$ cat src/hw/rtl/mtb_pkg.sv
package mtb_pkg;

  // Default number of fraction bits of the trail fraction.
  localparam int FRAC_BITS_DEF = 16;

  // Field widths.
  localparam int IDX_W  = 8;
  localparam int STEP_W = 16;
  localparam int RED_W  = 8;
  localparam int PER_W  = 16;
  localparam int LEN_W  = 8;
  localparam int CNT_W  = 8;

  // Products of an 8 bit count and a 16 bit period or step.
  localparam int DW = CNT_W + PER_W;

  // Configuration port.
  localparam int ADDR_W = 4;
  localparam int DATA_W = 32;

  localparam logic [1:0] REG_PERIOD = 2'd0;
  localparam logic [1:0] REG_TRAIL  = 2'd1;
  localparam logic [1:0] REG_COUNT  = 2'd2;

  localparam logic [PER_W-1:0] PERIOD_RST = PER_W'(200);
  localparam logic [LEN_W-1:0] TRAIL_RST  = LEN_W'(30);
  localparam logic [CNT_W-1:0] COUNT_RST  = CNT_W'(255);

endpackage

$ cat src/hw/rtl/mtb_in_if.sv
interface mtb_in_if
  import mtb_pkg::*;
();
  logic              valid;
  logic              ready;
  logic [IDX_W-1:0]  led_index;
  logic [STEP_W-1:0] anim_step;

  modport source(output valid, led_index, anim_step, input ready);
  modport sink(input valid, led_index, anim_step, output ready);
endinterface

$ cat src/hw/rtl/mtb_out_if.sv
interface mtb_out_if
  import mtb_pkg::*;
();
  logic             valid;
  logic             ready;
  logic [RED_W-1:0] red_level;

  modport source(output valid, red_level, input ready);
  modport sink(input valid, red_level, output ready);
endinterface

$ cat src/hw/rtl/meteor_trail_brightness_top.sv
// Throughput: one word per cycle while the output skid entry is empty; the trail fraction
// comes from a restoring divider with one pipeline stage per quotient bit (FRAC_BITS + 1 stages).
// Reset (synchronous, active high) empties the pipeline and the output skid buffer and
// loads period 200, trail length 30 and LED count 255.
module meteor_trail_brightness_top
  import mtb_pkg::*;
#(
  parameter int FRAC_BITS = FRAC_BITS_DEF
) (
  input  logic              clk,
  input  logic              rst,
  mtb_in_if.sink            led_in,
  mtb_out_if.source         led_out,
  input  logic              psel,
  input  logic              penable,
  input  logic              pwrite,
  input  logic [ADDR_W-1:0] paddr,
  input  logic [DATA_W-1:0] pwdata,
  output logic [DATA_W-1:0] prdata,
  output logic              pready
);

  localparam int V_W  = FRAC_BITS + 1;
  localparam int SQ_W = 2 * FRAC_BITS;
  localparam int TW   = SQ_W + 5;
  localparam int BW   = V_W + RED_W;
  localparam int ONE_I  = 1 << FRAC_BITS;
  localparam int PEAK_I = (4 * ONE_I + 2) / 5;
  localparam logic [V_W-1:0] ONE  = V_W'(ONE_I);
  localparam logic [V_W-1:0] PEAK = V_W'(PEAK_I);

  // Configuration registers.
  logic [PER_W-1:0] period_steps;
  logic [LEN_W-1:0] trail_length;
  logic [CNT_W-1:0] led_count;
  logic             cfg_write;
  logic [1:0]       cfg_index;

  assign pready    = 1'b1;
  assign cfg_write = psel && penable && pwrite;
  assign cfg_index = paddr[3:2];

  always_ff @(posedge clk) begin
    if (rst) begin
      period_steps <= PERIOD_RST;
      trail_length <= TRAIL_RST;
      led_count    <= COUNT_RST;
    end else if (cfg_write) begin
      unique case (cfg_index)
        REG_PERIOD: period_steps <= pwdata[PER_W-1:0];
        REG_TRAIL:  trail_length <= pwdata[LEN_W-1:0];
        REG_COUNT:  led_count    <= pwdata[CNT_W-1:0];
        default:    ;
      endcase
    end
  end

  always_comb begin
    unique case (cfg_index)
      REG_PERIOD: prdata = DATA_W'(period_steps);
      REG_TRAIL:  prdata = DATA_W'(trail_length);
      REG_COUNT:  prdata = DATA_W'(led_count);
      default:    prdata = '0;
    endcase
  end

  // The whole pipeline moves together; the skid buffer at the end absorbs one word
  // when the output is stalled.
  logic pipe_en;
  logic skid_valid;

  assign pipe_en      = !skid_valid;
  assign led_in.ready = pipe_en;

  // Stage 1: range checks and the four small products.
  logic [PER_W-1:0] per_eff;
  logic [CNT_W-1:0] cnt_m1;
  logic [LEN_W-1:0] len_eff;
  logic             s1_valid, s1_dark;
  logic [DW-1:0]    s1_pos, s1_phase, s1_span, s1_dd;

  assign per_eff = (period_steps == '0) ? PER_W'(1) : period_steps;
  assign cnt_m1  = led_count - CNT_W'(1);
  assign len_eff = (trail_length > cnt_m1) ? cnt_m1 : trail_length;

  always_ff @(posedge clk) begin
    if (rst) begin
      s1_valid <= 1'b0;
    end else if (pipe_en) begin
      s1_valid <= led_in.valid;
    end
  end

  always_ff @(posedge clk) begin
    if (pipe_en) begin
      s1_dark  <= (led_in.led_index >= led_count) || (len_eff == '0);
      s1_pos   <= DW'(led_count - led_in.led_index) * DW'(per_eff);
      s1_phase <= DW'(led_in.anim_step) * DW'(led_count);
      s1_span  <= DW'(led_count) * DW'(per_eff);
      s1_dd    <= DW'(len_eff) * DW'(per_eff);
    end
  end

  // Stage 2: wrap the position by one full strip when it lies behind the phase.
  logic            s2_valid, s2_dark;
  logic [DW:0]     s2_pos;
  logic [DW-1:0]   s2_phase, s2_dd;

  always_ff @(posedge clk) begin
    if (rst) begin
      s2_valid <= 1'b0;
    end else if (pipe_en) begin
      s2_valid <= s1_valid;
    end
  end

  always_ff @(posedge clk) begin
    if (pipe_en) begin
      s2_dark  <= s1_dark;
      s2_pos   <= (s1_pos < s1_phase) ? ({1'b0, s1_pos} + {1'b0, s1_span}) : {1'b0, s1_pos};
      s2_phase <= s1_phase;
      s2_dd    <= s1_dd;
    end
  end

  // Stage 3: distance past the phase.
  logic          s3_valid, s3_dark;
  logic [DW:0]   s3_dist;
  logic [DW-1:0] s3_dd;

  always_ff @(posedge clk) begin
    if (rst) begin
      s3_valid <= 1'b0;
    end else if (pipe_en) begin
      s3_valid <= s2_valid;
    end
  end

  always_ff @(posedge clk) begin
    if (pipe_en) begin
      s3_dark <= s2_dark || (s2_pos < {1'b0, s2_phase});
      s3_dist <= s2_pos - {1'b0, s2_phase};
      s3_dd   <= s2_dd;
    end
  end

  // Divider: stage k settles quotient bit FRAC_BITS - k. The first stage also marks
  // words that lie beyond the end of the trail.
  logic           div_valid [0:FRAC_BITS];
  logic           div_dark  [0:FRAC_BITS];
  logic [DW-1:0]  div_rem   [0:FRAC_BITS];
  logic [DW-1:0]  div_dd    [0:FRAC_BITS];
  logic [V_W-1:0] div_q     [0:FRAC_BITS];
  logic           first_fits;

  assign first_fits = s3_dist >= {1'b0, s3_dd};

  always_ff @(posedge clk) begin
    if (rst) begin
      div_valid[0] <= 1'b0;
    end else if (pipe_en) begin
      div_valid[0] <= s3_valid;
    end
  end

  always_ff @(posedge clk) begin
    if (pipe_en) begin
      div_dark[0] <= s3_dark || (s3_dist > {1'b0, s3_dd});
      div_rem[0]  <= first_fits ? DW'(s3_dist - {1'b0, s3_dd}) : s3_dist[DW-1:0];
      div_dd[0]   <= s3_dd;
      div_q[0]    <= V_W'(first_fits);
    end
  end

  for (genvar k = 1; k <= FRAC_BITS; k++) begin : g_div
    logic [DW:0] trial;
    logic        fits;

    assign trial = {div_rem[k-1], 1'b0};
    assign fits  = trial >= {1'b0, div_dd[k-1]};

    always_ff @(posedge clk) begin
      if (rst) begin
        div_valid[k] <= 1'b0;
      end else if (pipe_en) begin
        div_valid[k] <= div_valid[k-1];
      end
    end

    always_ff @(posedge clk) begin
      if (pipe_en) begin
        div_dark[k] <= div_dark[k-1];
        div_rem[k]  <= fits ? DW'(trial - {1'b0, div_dd[k-1]}) : trial[DW-1:0];
        div_dd[k]   <= div_dd[k-1];
        div_q[k]    <= {div_q[k-1][V_W-2:0], fits};
      end
    end
  end

  // Stage A: pick the rising or the falling ramp.
  logic                 a_valid, a_dark, a_low;
  logic [FRAC_BITS-1:0] a_mag;
  logic [V_W-1:0]       v_frac;
  logic                 v_low;

  assign v_frac = div_q[FRAC_BITS];
  assign v_low  = v_frac < PEAK;

  always_ff @(posedge clk) begin
    if (rst) begin
      a_valid <= 1'b0;
    end else if (pipe_en) begin
      a_valid <= div_valid[FRAC_BITS];
    end
  end

  always_ff @(posedge clk) begin
    if (pipe_en) begin
      a_dark <= div_dark[FRAC_BITS];
      a_low  <= v_low;
      a_mag  <= v_low ? v_frac[FRAC_BITS-1:0] : FRAC_BITS'(ONE - v_frac);
    end
  end

  // Stage B: square.
  logic            b_valid, b_dark, b_low;
  logic [SQ_W-1:0] b_sq;

  always_ff @(posedge clk) begin
    if (rst) begin
      b_valid <= 1'b0;
    end else if (pipe_en) begin
      b_valid <= a_valid;
    end
  end

  always_ff @(posedge clk) begin
    if (pipe_en) begin
      b_dark <= a_dark;
      b_low  <= a_low;
      b_sq   <= SQ_W'(a_mag) * SQ_W'(a_mag);
    end
  end

  // Stage C: times 25, ramp scaling and saturation at one.
  logic           c_valid, c_dark;
  logic [V_W-1:0] c_bright;
  logic [TW-1:0]  sq25, sq_shift;

  assign sq25     = (TW'(b_sq) << 4) + (TW'(b_sq) << 3) + TW'(b_sq);
  assign sq_shift = b_low ? (sq25 >> (FRAC_BITS + 4)) : (sq25 >> FRAC_BITS);

  always_ff @(posedge clk) begin
    if (rst) begin
      c_valid <= 1'b0;
    end else if (pipe_en) begin
      c_valid <= b_valid;
    end
  end

  always_ff @(posedge clk) begin
    if (pipe_en) begin
      c_dark   <= b_dark;
      c_bright <= (sq_shift > TW'(ONE)) ? ONE : sq_shift[V_W-1:0];
    end
  end

  // Stage D: scale to 0..255.
  logic             d_valid;
  logic [RED_W-1:0] d_red;
  logic [BW-1:0]    bright255;

  assign bright255 = (BW'(c_bright) << 8) - BW'(c_bright);

  always_ff @(posedge clk) begin
    if (rst) begin
      d_valid <= 1'b0;
    end else if (pipe_en) begin
      d_valid <= c_valid;
    end
  end

  always_ff @(posedge clk) begin
    if (pipe_en) begin
      d_red <= c_dark ? '0 : bright255[FRAC_BITS +: RED_W];
    end
  end

  // Output register with one skid entry behind it.
  logic             out_valid;
  logic [RED_W-1:0] out_red;
  logic [RED_W-1:0] skid_red;
  logic             d_take, out_free;

  assign d_take   = d_valid && pipe_en;
  assign out_free = !out_valid || led_out.ready;

  always_ff @(posedge clk) begin
    if (rst) begin
      out_valid  <= 1'b0;
      skid_valid <= 1'b0;
    end else if (out_free) begin
      if (skid_valid) begin
        out_valid  <= 1'b1;
        skid_valid <= 1'b0;
      end else begin
        out_valid <= d_take;
      end
    end else if (d_take) begin
      skid_valid <= 1'b1;
    end
  end

  always_ff @(posedge clk) begin
    if (out_free) begin
      out_red <= skid_valid ? skid_red : d_red;
    end else if (d_take) begin
      skid_red <= d_red;
    end
  end

  assign led_out.valid     = out_valid;
  assign led_out.red_level = out_red;

`ifndef ASSERT_OFF
  // The skid entry is only ever filled behind a waiting output word.
  a_skid_behind_out: assert property (@(posedge clk) disable iff (rst)
    skid_valid |-> out_valid)
    else $error("skid entry holds a word while the output register is empty");

  // A stalled pipeline keeps its last stage unchanged.
  a_stall_holds: assert property (@(posedge clk) disable iff (rst)
    (!pipe_en && d_valid) |=> (d_valid && $stable(d_red)))
    else $error("last pipeline stage changed during a stall");

  // The shaped brightness never exceeds one.
  a_bright_sat: assert property (@(posedge clk) disable iff (rst)
    c_valid |-> (c_bright <= ONE))
    else $error("brightness above full scale");

  // When the output word is taken, a waiting skid word moves on and leaves the skid empty.
  a_skid_drain: assert property (@(posedge clk) disable iff (rst)
    (skid_valid && led_out.ready) |=> !skid_valid)
    else $error("skid entry not drained when the output was taken");
`endif

endmodule

$ cat src/flat_wrapper.sv
// flat-port wrapper written by rule: the top's interface ports become plain ports
module meteor_trail_brightness_top_flat import mtb_pkg::*;
#(
  parameter int FRAC_BITS = FRAC_BITS_DEF
)
  (clk, rst, psel, penable, pwrite, paddr, pwdata, prdata, pready, led_in_valid, led_in_led_index, led_in_anim_step, led_in_ready, led_out_valid, led_out_red_level, led_out_ready);
  mtb_in_if led_in_i ();
  mtb_out_if led_out_i ();
  input  logic clk;
  input  logic rst;
  input  logic psel;
  input  logic penable;
  input  logic pwrite;
  input  logic [ADDR_W-1:0] paddr;
  input  logic [DATA_W-1:0] pwdata;
  output logic [DATA_W-1:0] prdata;
  output logic pready;
  input wire logic [$bits(led_in_i.valid)-1:0] led_in_valid;
  input wire logic [$bits(led_in_i.led_index)-1:0] led_in_led_index;
  input wire logic [$bits(led_in_i.anim_step)-1:0] led_in_anim_step;
  output wire logic [$bits(led_in_i.ready)-1:0] led_in_ready;
  output wire logic [$bits(led_out_i.valid)-1:0] led_out_valid;
  output wire logic [$bits(led_out_i.red_level)-1:0] led_out_red_level;
  input wire logic [$bits(led_out_i.ready)-1:0] led_out_ready;
  assign led_in_i.valid = led_in_valid;
  assign led_in_i.led_index = led_in_led_index;
  assign led_in_i.anim_step = led_in_anim_step;
  assign led_in_ready = led_in_i.ready;
  assign led_out_valid = led_out_i.valid;
  assign led_out_red_level = led_out_i.red_level;
  assign led_out_i.ready = led_out_ready;
  meteor_trail_brightness_top #(.FRAC_BITS(FRAC_BITS)) u_core (.clk(clk), .rst(rst), .led_in(led_in_i), .led_out(led_out_i), .psel(psel), .penable(penable), .pwrite(pwrite), .paddr(paddr), .pwdata(pwdata), .prdata(prdata), .pready(pready));
endmodule
$ cat config.mk
export PLATFORM = sky130hd
export DESIGN_NAME = meteor_trail_brightness_top_flat
export DESIGN_NICKNAME = d
export VERILOG_FILES = /design/src/hw/rtl/mtb_pkg.sv /design/src/hw/rtl/mtb_in_if.sv /design/src/hw/rtl/mtb_out_if.sv /design/src/hw/rtl/meteor_trail_brightness_top.sv /design/src/flat_wrapper.sv
export SDC_FILE = /design/constraint.sdc
export NUM_CORES = 2
export LEC_CHECK = 0
export ABC_AREA = 1
export BUFFER_PORTS_ARGS = -buffer_cell sky130_fd_sc_hd__buf_2
export CORE_UTILIZATION = 60
export CTS_BUF_LIST = sky130_fd_sc_hd__clkbuf_16
export DETAILED_ROUTE_END_ITERATION = 8
export PLACE_DENSITY_LB_ADDON = 0.08
export REMOVE_ABC_BUFFERS = 1
export SLEW_MARGIN = 20
export SYNTH_ARGS = -nofsm -noshare
export SYNTH_HDL_FRONTEND = slang
export SYNTH_SLANG_ARGS = --single-unit
export TNS_END_PERCENT = 5
$ cat constraint.sdc
create_clock -name clk -period 50.1 [get_ports clk]
set_input_delay 2.505 -clock clk [delete_from_list [all_inputs] [get_ports clk]]
set_output_delay 2.505 -clock clk [all_outputs]
set_load 0.02 [all_outputs]
After elaboration in Yosys (flattened, before gate mapping)
Memory sizes are Yosys's and may differ from the RTL's. A register that Yosys moved wholly into a read port is not among the register bits.
Cells that the tools add are included.
Storage, ports and cells
  bits in latches: 0
  memories kept: 5
  register bits after elaboration: 354
  output and inout port bits: 43
  memory bits (writable): 1139
  bits in read-only memories: 0
  bits of input ports: 67
  logic and storage cells: 179
Memories
  u_core.div_dd: depth 17, bits a word 24, rd ports 16, clocked after memory_dff 0, wr ports 17, RTL line meteor_trail_brightness_top.sv:152  | logic [DW-1:0] div_dd [0:FRAC_BITS];
  u_core.div_rem: depth 17, bits a word 24, rd ports 16, clocked after memory_dff 0, wr ports 17, RTL line meteor_trail_brightness_top.sv:151  | logic [DW-1:0] div_rem [0:FRAC_BITS];
  u_core.div_q: depth 17, bits a word 17, rd ports 17, clocked after memory_dff 0, wr ports 17, RTL line meteor_trail_brightness_top.sv:153  | logic [V_W-1:0] div_q [0:FRAC_BITS];
  u_core.div_dark: depth 17, bits a word 1, rd ports 17, clocked after memory_dff 1, wr ports 17, RTL line meteor_trail_brightness_top.sv:150  | logic div_dark [0:FRAC_BITS];
  u_core.div_valid: depth 17, bits a word 1, rd ports 17, clocked after memory_dff 1, wr ports 17, RTL line meteor_trail_brightness_top.sv:149  | logic div_valid [0:FRAC_BITS];
Cells by class
  equal/unequal tests: 2
  mux-type cells: 47
  divide/modulo/power cells: 0
  multiply operators: 5
  add/sub/neg operators: 25
  reduce and logical (&&, ||, !) cells: 19
  shift operators: 0
  bitwise operators: 18
  magnitude comparators: 24
Operators with widths (number)
  24-bit two-way mux: 18
  25-bit by 24-bit >= comparator with 1-bit output: 17
  24-bit subtractor: 17
  8-bit by 16-bit multiplier with 24-bit output: 2
  16-bit one-hot mux with 3 select lines: 1
  36-bit by 35-bit adder with 37-bit output: 1
  37-bit by 32-bit adder with 37-bit output: 1
  37-bit by 17-bit > comparator with 1-bit output, second input constant: 1
  16-bit by 16-bit multiplier with 32-bit output: 1
  16-bit two-way mux: 2
  24-bit by 24-bit adder with 25-bit output: 1
  25-bit by 24-bit > comparator with 1-bit output: 1
  25-bit by 24-bit < comparator with 1-bit output: 1
  25-bit by 24-bit subtractor with 25-bit output: 1
  24-bit < comparator: 1
  16-bit by 8-bit multiplier with 24-bit output: 1
  24-bit by 16-bit multiplier with 24-bit output: 1
  24-bit by 17-bit subtractor with 24-bit output: 1
  1-bit two-way mux: 23
  21-bit two-way mux: 1
  17-bit by 16-bit < comparator with 1-bit output, second input constant: 1
  1-bit bitwise OR: 17
  16-bit logical NOT: 1
  8-bit two-way mux: 2
  other kinds (15): 26

Longest topological paths before layout
  word-level depth: 5
  depth in mapped cells: 37

Worst setup path after synthesis
Ideal clock, no wire load.
  path type: reg2out
  start point: reg u_core.skid_valid
  end point: out led_in_ready
  data arrival time: 34028 ps
  stages on the path, launching flop included: 3
  slack: 13567 ps
  data required time: 47595 ps
  path buffers: 1
  cells stage by stage: dfxtp_1 > inv_1 > clkbuf_1
Between the ends
  cells in the longest elaborated chain, start to end: 1
RTL lines
  start: declaration: RTL line meteor_trail_brightness_top.sv:70  | logic skid_valid;
  start signal: assignment: RTL line meteor_trail_brightness_top.sv:301  | skid_valid <= 1'b0;
  start signal: assignment: RTL line meteor_trail_brightness_top.sv:305  | skid_valid <= 1'b0;
  start signal: assignment: RTL line meteor_trail_brightness_top.sv:310  | skid_valid <= 1'b1;
  1-bit logical NOT: RTL line meteor_trail_brightness_top.sv:72  | assign pipe_en = !skid_valid;
  end: declaration: RTL line flat_wrapper.sv:21  | output wire logic [$bits(led_in_i.ready)-1:0] led_in_ready;
No other way between the ends.

Final worst setup path
  start point: in led_in_led_index[0]
  end point: reg u_core.s1_pos[23], data pin
Between the ends
  cells in the longest elaborated chain, start to end: 2
RTL lines
  start: declaration: RTL line flat_wrapper.sv:19  | input wire logic [$bits(led_in_i.led_index)-1:0] led_in_led_index;
  8-bit by 8-bit subtractor with 9-bit output: RTL line meteor_trail_brightness_top.sv:97  | s1_pos <= DW'(led_count - led_in.led_index) * DW'(per_eff);
  24-bit by 16-bit multiplier with 24-bit output: RTL line meteor_trail_brightness_top.sv:97
  end signal: assignment: RTL line meteor_trail_brightness_top.sv:97
  end: declaration: RTL line meteor_trail_brightness_top.sv:80  | logic [DW-1:0] s1_pos, s1_phase, s1_span, s1_dd;
No other way between the ends.
A chain may end at the register's enable or synchronous reset.

==> flow_summary.json <==
{
  "worst_hold_path_type": "register to register",
  "layout.cells.most_common": "sky130_fd_sc_hd__nand2_1",
  "drv.max_cap_violation_count": 0,
  "ctsResizeCount": 0,
  "tritoncts": "yes",
  "cts.root.buffer_cell": "sky130_fd_sc_hd__clkbuf_16",
  "route.antenna.remaining_nets": 0,
  "ys_seq_elements": 1310,
  "final-hold-violation-count": 0,
  "first_iter_violations": 5900,
  "clockBufferDepth": 3,
  "layout.nets": 12100,
  "synth-edff-count": 1269,
  "crit_type": "input port to register",
  "core_region_area_sq_mm": 0.161,
  "chipWidth_microns": 406,
  "synth.cell_area_sq_mm": 0.0977,
  "maximum_number_of_pins_on_one_net_before_global_route_repair": 181,
  "vias": 71300,
  "antenna_found_initial": 10,
  "groute.usage.overall": 0.295,
  "ys.warnings.count": 0,
  "worstMarginPinSlew_ns": 1.06,
  "most-common-layout-cells": "sky130_fd_sc_hd__nand2_1, sky130_fd_sc_hd__inv_1, sky130_fd_sc_hd__edfxtp_1, sky130_fd_sc_hd__ha_1, sky130_fd_sc_hd__a21oi_1",
  "io_buffer_count": 74,
  "io_pins": 110,
  "gp_routability_congestion": 0.933,
  "crit_required_ns": 50.59,
  "finalSetupViolCount": 0,
  "clock_skew_ns": 0.0505,
  "synthArstFlopShare": 0,
  "numPlacedInstances": 12600,
  "run_status": "finished clean",
  "grt_pass1_wl_mm": 380,
  "filler_cell_count": 13300,
  "relSlewSlack": 0.290,
  "grt_remaining_overflow": 0,
  "post-cts-setup-buffers": 0,
  "critical_path_peak_fanout": 9,
  "detail_route.wirelength_mm": 240,
  "drc_errors": 0,
  "min_period_over_period": 0.182,
  "numCtsBuffers": 144,
  "hpwl_mm": 189,
  "clock.fmax_mhz": 110,
  "vias_in_the_first_global_route": 71000,
  "synth-main-ff-cell": "sky130_fd_sc_hd__edfxtp_1",
  "ctsHoldBuffers": 0,
  "worstSetupStartpointType": "input port",
  "post-place-ws_ns": 40.24,
  "wl_per_cell_microns": 18.7,
  "clk-insertion-delay-late_ns": 0.79,
  "final.min_clock_period_ns": 9.10,
  "vias_per_cell": 5.55,
  "final.setup.worst_slack_ns": 41.00,
  "synth_area_per_cell_sq_um": 9.29,
  "die_height_microns": 406,
  "worst-endpoint-arrival_ns": 9.59,
  "clk_pin_slew_ns": 0.06,
  "post_synth_inst_count": 10500,
  "clock_sink_count": 1310,
  "die-area_sq_mm": 0.164,
  "unrepaired_setup_endpoints_after_global_routing": "false",
  "final_layout_size_suffix_gt1_frac": 0.0394,
  "finalSetupTns_ns": 0,
  "timing.critical_path.to_type": "register",
  "yosysSeqAreaShare": 0.398,
  "area_growth_pct": 7.36,
  "clock_tree.htree_level_count": 4,
  "netlist-cell-type-count": 58,
  "firstDrtPassIters": 8,
  "start_util": 0.607,
  "report.final.slew_viol_count": 0,
  "placementRows": 147,
  "final-instance-count-excl-fill": 12800
}
-- final timing paths --
check | start | end | slack [ns] | cells past startpoint
worst min register to register | u_core.s1_dd[9]$_DFFE_PN_ | u_core.s2_dd[9]$_DFFE_PN_ | 0.38 | 0
worst min-delay path | u_core.s1_dd[9]$_DFFE_PN_ | u_core.s2_dd[9]$_DFFE_PN_ | 0.38 | 0
worst max-delay path | led_in_led_index[0] | u_core.s1_pos[23]$_DFFE_PN_ | 41.00 | 28
worst max register to register | u_core.led_count[0]$_SDFFE_PP1P_ | u_core.s1_pos[23]$_DFFE_PN_ | 41.63 | 29
-- worst max-delay path: stages --
cell                      delay (ns)
sky130_fd_sc_hd__buf_2          0.11
sky130_fd_sc_hd__ha_1           0.22
sky130_fd_sc_hd__fa_1           0.41
sky130_fd_sc_hd__o21ai_0        0.17
sky130_fd_sc_hd__o21ai_0        0.15
sky130_fd_sc_hd__inv_1          0.11
sky130_fd_sc_hd__nand2_1        0.05
sky130_fd_sc_hd__nand2_1        0.27
sky130_fd_sc_hd__inv_1          0.25
sky130_fd_sc_hd__nand2_1        0.15
sky130_fd_sc_hd__fa_1           0.57
sky130_fd_sc_hd__fa_1           0.54
sky130_fd_sc_hd__inv_1          0.45
sky130_fd_sc_hd__fa_1           0.51
sky130_fd_sc_hd__fa_1           0.49
sky130_fd_sc_hd__inv_1          0.05
sky130_fd_sc_hd__fa_1           0.53
sky130_fd_sc_hd__inv_1          0.06
sky130_fd_sc_hd__fa_1           0.52
sky130_fd_sc_hd__ha_1           0.39
sky130_fd_sc_hd__inv_1          0.08
sky130_fd_sc_hd__nor3_1         0.30
sky130_fd_sc_hd__nand2_1        0.09
sky130_fd_sc_hd__inv_1          0.08
sky130_fd_sc_hd__nand2_1        0.05
sky130_fd_sc_hd__nand2_1        0.06
sky130_fd_sc_hd__a31oi_1        0.04
sky130_fd_sc_hd__xnor3_1        0.37
-- cell type report --
type	count	area (sq um)	share of cell area
Antenna cell	5	12.5	0.000119
Inverter	1974	7420	0.0707
Tap cell	2160	2700	0.0258
Sequential cell	1310	38900	0.371
Clock buffer	146	3650	0.0348
Timing Repair Buffer	120	753	0.00718
Multi-Input combinational cell	7012	50400	0.480
Clock inverter	120	1060	0.0101
-- routing by layer --
layer	wire length, microns	global-route usage	share of wire
met5	23	0	0.000096
met4	6920	0.0883	0.029
met3	14000	0.0386	0.058
met2	113000	0.490	0.47
met1	105000	0.404	0.44
-- sequential cells by signal (all words and copies together) (netlist names), 24 cells and up --
register / cells
u_core.s2_phase: 24
u_core.div_rem: 384
u_core.b_sq: 31
u_core.s2_pos: 25
u_core.s1_dd: 24
u_core.s1_pos: 24
u_core.div_q: 153
u_core.s3_dist: 25
u_core.div_dd: 384
u_core.s2_dd: 24
u_core.s1_span: 24
u_core.s3_dd: 24
u_core.s1_phase: 24
-- Yosys cell counts, types with 47 or more instances --
cell                       count  area [sq um]
sky130_fd_sc_hd__a21o_1       54           405
sky130_fd_sc_hd__nand2_1    2157          8100
sky130_fd_sc_hd__o21ai_0     644          3220
sky130_fd_sc_hd__nor3_1       94           470
sky130_fd_sc_hd__xor2_1      242          2120
sky130_fd_sc_hd__clkbuf_1    137           514
sky130_fd_sc_hd__o21bai_1     56           420
sky130_fd_sc_hd__edfxtp_1   1269         38100
sky130_fd_sc_hd__a31oi_1      53           332
sky130_fd_sc_hd__xnor2_1     287          2510
sky130_fd_sc_hd__nor4_1       55           344
sky130_fd_sc_hd__buf_2        47           235
sky130_fd_sc_hd__a21oi_1     656          3280
sky130_fd_sc_hd__nand4_1     105           657
sky130_fd_sc_hd__fa_1        619         12400
sky130_fd_sc_hd__inv_1      1946          7300
sky130_fd_sc_hd__nor2_1      580          2180
sky130_fd_sc_hd__ha_1        828         10400
sky130_fd_sc_hd__nand3_1     281          1410
-- cell families after synthesis --
group                      after synthesis  share of synthesized area
AOI/OAI and AO/OA                     1672                     0.0945
xor gates and xnor gates               530                     0.0476
adders and majority gates             1447                      0.233
buffers and inverters                 2211                     0.0867
DFF                                   1310                      0.398
muxes                                    1                   0.000115
other                                    2                  0.0000768
and+or+nand+nor                       3345                      0.140
-- metrics by stage --
step,utilization,hold slack [ns],area (sq um)
6_report,0.651,0.381,105000
5_1_grt,0.651,0.374,105000
4_1_cts,0.651,0.375,105000
3_5_place_dp,0.622,0.405,100000
3_3_place_gp,0.622,0.400,100000
2_1_floorplan,-,0.400,96700
Power is left out: the tool's default activity adds up to more than one toggle a clock period on the data nets, which glitch-free logic cannot reach.
